==> src/sv/gcns_pkg.sv <==
package gcns_pkg;

  localparam int POS_W     = 16;
  localparam int QUO_W     = POS_W - 1;
  localparam int IDX_W     = 10;
  localparam int CFG_W     = 16;
  localparam int GRID_RW   = 5;

  localparam int DEF_MAX_GRID_DIM  = 16;
  localparam int DEF_CELL_CAPACITY = 7;

  localparam logic [CFG_W-1:0]   RST_CELL_SIZE = 16'd256;
  localparam logic [GRID_RW-1:0] RST_GRID_DIM  = 5'd16;

  // action codes
  localparam logic [1:0] ACT_INSERT = 2'd0;
  localparam logic [1:0] ACT_QUERY  = 2'd1;
  localparam logic [1:0] ACT_CLEAR  = 2'd2;

  // status codes
  localparam logic [1:0] ST_OK      = 2'd0;
  localparam logic [1:0] ST_NONE    = 2'd1;
  localparam logic [1:0] ST_FULL    = 2'd2;
  localparam logic [1:0] ST_CLEARED = 2'd3;

  // register indexes
  localparam logic [1:0] REG_CELL_SIZE = 2'd0;
  localparam logic [1:0] REG_GRID_COLS = 2'd1;
  localparam logic [1:0] REG_GRID_ROWS = 2'd2;

  typedef struct packed {
    logic [1:0]        action;
    logic signed [POS_W-1:0] pos_x;
    logic signed [POS_W-1:0] pos_y;
    logic [IDX_W-1:0]  particle_index;
  } gcns_in_t;

  typedef struct packed {
    logic [1:0]       status;
    logic [IDX_W-1:0] neighbor_index;
    logic             last;
  } gcns_out_t;

endpackage

==> src/sv/gcns_div.sv <==
module gcns_div (
  input  logic                            clk,
  input  logic                            rst_n,
  input  logic                            start,
  input  logic [gcns_pkg::QUO_W-1:0]      dividend,
  input  logic [gcns_pkg::CFG_W-1:0]      divisor,
  output logic                            done,
  output logic [gcns_pkg::QUO_W-1:0]      quotient
);

  localparam int QW = gcns_pkg::QUO_W;
  localparam int DW = gcns_pkg::CFG_W;
  localparam int CW = $clog2(QW);

  logic          busy_r, done_r;
  logic [CW-1:0] cnt_r;
  logic [DW-1:0] rem_r, dvs_r;
  logic [QW-1:0] quo_r;
  logic [DW:0]   trial;
  logic          qbit;

  // one restoring step per cycle, dividend shifted out of quo_r
  assign trial = {rem_r, quo_r[QW-1]};
  assign qbit  = (trial >= {1'b0, dvs_r});

  always_ff @(posedge clk) begin
    if (!rst_n) begin
      busy_r <= 1'b0;
      done_r <= 1'b0;
    end else begin
      done_r <= 1'b0;
      if (start) begin
        busy_r <= 1'b1;
        cnt_r  <= '0;
        rem_r  <= '0;
        dvs_r  <= divisor;
        quo_r  <= dividend;
      end else if (busy_r) begin
        rem_r <= qbit ? DW'(trial - {1'b0, dvs_r}) : DW'(trial);
        quo_r <= {quo_r[QW-2:0], qbit};
        cnt_r <= cnt_r + 1'b1;
        if (cnt_r == CW'(QW - 1)) begin
          busy_r <= 1'b0;
          done_r <= 1'b1;
        end
      end
    end
  end

  assign done     = done_r;
  assign quotient = quo_r;

endmodule

==> config.mk <==
export PLATFORM = sky130hd
export DESIGN_NAME = gcns_div
export DESIGN_NICKNAME = d
export VERILOG_FILES = /design/src/sv/gcns_pkg.sv /design/src/sv/gcns_div.sv
export SDC_FILE = /design/constraint.sdc
export NUM_CORES = 1
export LEC_CHECK = 0
export ABC_AREA = 1
export BUFFER_PORTS_ARGS = -buffer_cell sky130_fd_sc_hd__buf_2
export CAP_MARGIN = 5
export CORE_ASPECT_RATIO = 0.6
export CORE_MARGIN = 5
export CORE_UTILIZATION = 32
export DETAILED_ROUTE_END_ITERATION = 6
export GPL_TIMING_DRIVEN = 0
export PLACE_DENSITY_LB_ADDON = 0.12
export SLEW_MARGIN = 10
export SYNTH_ARGS = -nofsm -noshare
export SYNTH_HDL_FRONTEND = slang
export SYNTH_SLANG_ARGS = --single-unit
==> constraint.sdc <==
create_clock -name clk -period 4.2 [get_ports clk]
set_clock_uncertainty 0.05 [all_clocks]
set_input_delay 0.21 -clock clk [delete_from_list [all_inputs] [get_ports clk]]
set_output_delay 0.21 -clock clk [all_outputs]
set_load 0.01 [all_outputs]
## Word-level counts from Yosys, hierarchy flattened

Index checks and enable logic that the tools add are counted.

- $add $sub $neg: 2
- $lt $le $gt $ge: 1
- Equality and inequality tests: 1
- Muxes and demuxes: 9
- Bitwise logic cells: 2
- Reduce and logical (&&, ||, !) cells: 4

Operators with widths:

| cell | number |
|---|---|
| 16-bit two-way mux | 2 |
| 15-bit two-way mux | 2 |
| 17-bit by 16-bit >= comparator with 1-bit output | 1 |
| 16-bit subtractor | 1 |
| 4-bit by 1-bit adder with 4-bit output, second input constant | 1 |
| 4-bit equality test, second input constant | 1 |
| 1-bit two-way mux | 4 |
| 4-bit two-way mux | 1 |
| 2-bit AND reduction | 2 |
| 3-bit OR reduction | 1 |
| 1-bit inverter | 2 |
| 2-bit nonzero test | 1 |

- Flip-flop bits (word level): 53
- Bits of input ports: 34
- Output and inout port bits: 16
- Word-level logic and storage cells: 25

## Depth between registers and ports, before layout

- Depth after elaboration: 4
- Depth in mapped cells: 15
- Mapped depth without buffers: 14

## Least setup slack after synthesis

No wires, ideal clock.

- Kind: reg-to-reg
- Start: register rem_r[11]
- End: register rem_r[10], data pin
- Setup time: 0.254 ns
- Arrival: 1.699 ns
- Required time: 3.896 ns
- Path slack: 2.198 ns
- Cell stages (with the launch flop): 13
- Buffers on the path: 1
- Clock period less this slack: 2.002 ns
- Cell sequence: edfxtp_1 -> ha_1 -> nand2_2 -> inv_1 -> nand2_1 -> nand2_1 -> nand2_1 -> nand2_2 -> nor2_8 -> nand2_8 -> buf_12 -> nor2_1 -> nor2_2

- Longest elaborated chain between the ends: 3

RTL lines:

| item | line | RTL |
|---|---|---|
| from (decl) | gcns_div.sv:17 | `logic [DW-1:0] rem_r, dvs_r;` |
| from (signal assigned) | gcns_div.sv:39 | `rem_r <= qbit ? DW'(trial - {1'b0, dvs_r}) : DW'(trial);` |
| 17-bit by 16-bit >= comparator with 1-bit output | gcns_div.sv:24 | `assign qbit = (trial >= {1'b0, dvs_r});` |
| 16-bit two-way mux | gcns_div.sv:39 |  |
| 16-bit two-way mux | gcns_div.sv:38 | `end else if (busy_r) begin` |

Every way passes these cells. The select of a mux whose other input is x is not followed.
A chain may end at the register's enable or synchronous reset.

## Worst setup path after layout

- Start: register rem_r[7]
- End: register rem_r[9], data pin

- Longest elaborated chain between the ends: 3
- Elaborated cells between the ends (all ways): 4
- Classes of those cells: add/sub (1); order compare (1); mux (2)

RTL lines:

| item | line |
|---|---|
| 16-bit subtractor / 17-bit by 16-bit >= comparator with 1-bit output (equally long branches) | gcns_div.sv:39, gcns_div.sv:24 |
| 16-bit two-way mux * | gcns_div.sv:39 |
| 16-bit two-way mux * | gcns_div.sv:38 |

Every way passes the cells marked *; elsewhere a longest branch is shown, timed or not. The select of a mux whose other input is x is not followed.

==> metrics.cfg <==
[power]
leakagePower_nw=2.028
ir_drop_v=0.0001705
power.density_mw_per_mm2=421.0

[placed_design]
portBuffers=49
finalWeightedCongestion=0.8684
dp_hpwl_mm=6.524
dp.cells=610

[detailed_routing]
drt-total-wl_mm=8.219
drt_iter0_markers=144
drc=0
first_pass_iters=4
vias=2699
postRouteAntennaNets=0
wl_per_cell_um=13.30
vias_per_cell=4.367

[clock_tree]
clk_pin_slew_worst_paths_ns=0.08
cts_max_path_buffers=2
clkLatencyLatePin_ns=0.30
cts_setup_buffers=0
postCtsResizedCells=0
cts_made_buffers=5
cts_tree=built
cts_hold_buf=0
cts.htree.levels=2
clock_sinks=53
cts-root-buf=clkbuf_16

[die]
die_h_um=90.19
fp.dieW_um=143.7
ios=50
die_area_mm2=0.01296
start_util_pct=32.59
core_mm2=0.01052
fp-row-count=29

[status]
status=complete, no violations

[global_route]
grt_max_degree=22
antenna_found_initial=0
grt-ovfl-total=0
grt_pass1_wl_mm=13.49
grtUsageTotal_pct=13.32
first_global_vias=2589

[cells_and_area]
final_cell_mix=149 x nand2_1, 66 x inv_1, 51 x edfxtp_1
final_core_util_pct=38.53
diodes=0
fillCellCount=1093
areaGrowthSynthToFinish_pct=18.21
post_layout_nonfiller_instances=618
final_common_cell=nand2_1
multi_input_area_mm2=0.001546
fin_nets=531
seq_area_mm2=0.001572
drive_above_1_share_pct=20.67

[sta]
hold_viol=0
fmax_mhz=430.7
drv_slew=0
fin_setup_tns_ns=0
setup_violations=0
period_minus_slack_ns=2.322
worstMarginPinSlew_ns=0.8327
relSlewSlack_pct=44.43
min_period_over_period_pct=55.28
rsz0062_at_grt=no

[setup_path]
crit_type=reg -> reg
required_ns=4.20
worst-path-max-fanout=10
end_kind=register
startpoint_type=register
crit_arrival_ns=2.32

[synthesis]
syn_area_mm2=0.003430
synth_edf_count=51
ys_ff_latch=53
yosysSeqAreaShare_pct=45.82
synth_cell_type_count=32
synth-main-ff-cell=edfxtp_1
syn_inst=421
avgSynthCellArea_um2=8.146
ys_warn_count=0
synthArstFlopShare_pct=0
postSynthNetCount=474

[job]
cap_violations=0

[worst_hold_path]
hold_path_class=in -> reg

## final timing paths
path / from / endpoint / slack [ns] / cells past startpoint
worst max-delay path: rem_r[7] / rem_r[9] / 1.88 / 12
worst min-delay path: divisor[1] / dvs_r[1] / 0.03 / 1
worst max register to register: rem_r[7] / rem_r[9] / 1.88 / 12
worst min register to register: busy_r / done / 0.43 / 2
## power by group
part	switching (mW)	total [mW]	internal [mW]
registers	0.0256	0.677	0.651
logic	0.345	0.541	0.196
clock network	0.202	0.489	0.287
## layout make-up
class | count | share of cell area, %
sequential | 53 | 38.77
multi-input combinational | 291 | 38.15
timing repair buffer | 50 | 6.728
inverter | 70 | 6.481
tap | 139 | 4.290
clock buffer | 5 | 3.086
buffer | 7 | 1.265
clock inverter | 3 | 1.235
## sequential cells by signal, summed over array words and instances (netlist names)
name      flops
dvs_r        16
quotient     15
done          1
cnt_r         4
rem_r        16
busy_r        1
## Yosys cell counts, types with 2 or more instances
master | number | area [µm²]
a21oi_1 | 6 | 30.03
and2_1 | 3 | 18.77
clkbuf_1 | 3 | 11.26
dfxtp_1 | 2 | 40.04
edfxtp_1 | 51 | 1531
ha_1 | 18 | 225.2
inv_1 | 66 | 247.7
inv_2 | 4 | 15.01
nand2_1 | 150 | 563.0
nand2_2 | 9 | 56.30
nand3_1 | 19 | 95.09
nand3_2 | 5 | 50.05
nand3b_1 | 7 | 52.55
nand4_1 | 5 | 31.28
nor2_1 | 37 | 138.9
nor2_2 | 13 | 81.33
nor3_1 | 2 | 10.01
xor2_1 | 7 | 61.31
## metal layers
layer	up-vias	part of all wire, %	track usage, %	routed length (µm)
li1	1436	-	-	-
met1	1192	56	22.15	4579
met2	64	36	16.60	2929
met3	7	8.0	3.977	658
met4	0	0.62	2.038	51
met5	-	0	0	0
## worst max-delay path, stage by stage, from the launching register on
cell	delay [ns]
edfxtp_1	0.41
ha_1	0.40
nand2_1	0.10
nand2_1	0.10
inv_1	0.07
nand2_1	0.10
inv_2	0.08
nand3_2	0.10
nand2_4	0.19
nand2_8	0.11
buf_12	0.17
nor2_1	0.14
nor2_2	0.06
## per-stage QoR
step	area, µm²	power, mW	setup WS [ns]	hold slack, ns
floorplan	3430	1.081	2.198	0.2589
finish	4054	1.707	1.878	0.03461
CTS	4054	1.731	1.840	0.02548
global placement	3849	1.222	1.878	0.3366
global route	4054	1.834	1.637	0.02086
detailed placement	3879	1.230	1.867	0.3381
## cell families (layout without fill, tap and decap cells)
family | count (synthesis) | count (layout) | share of synthesized area (%)
buf+inv | 77 | 135 | 9.157
flops | 53 | 53 | 45.82
simple gates | 256 | 256 | 34.48
xor+xnor | 8 | 8 | 2.043
compound gates | 8 | 8 | 1.350
fa+ha+maj | 19 | 19 | 7.151
(Power assumes the default switching activity.)
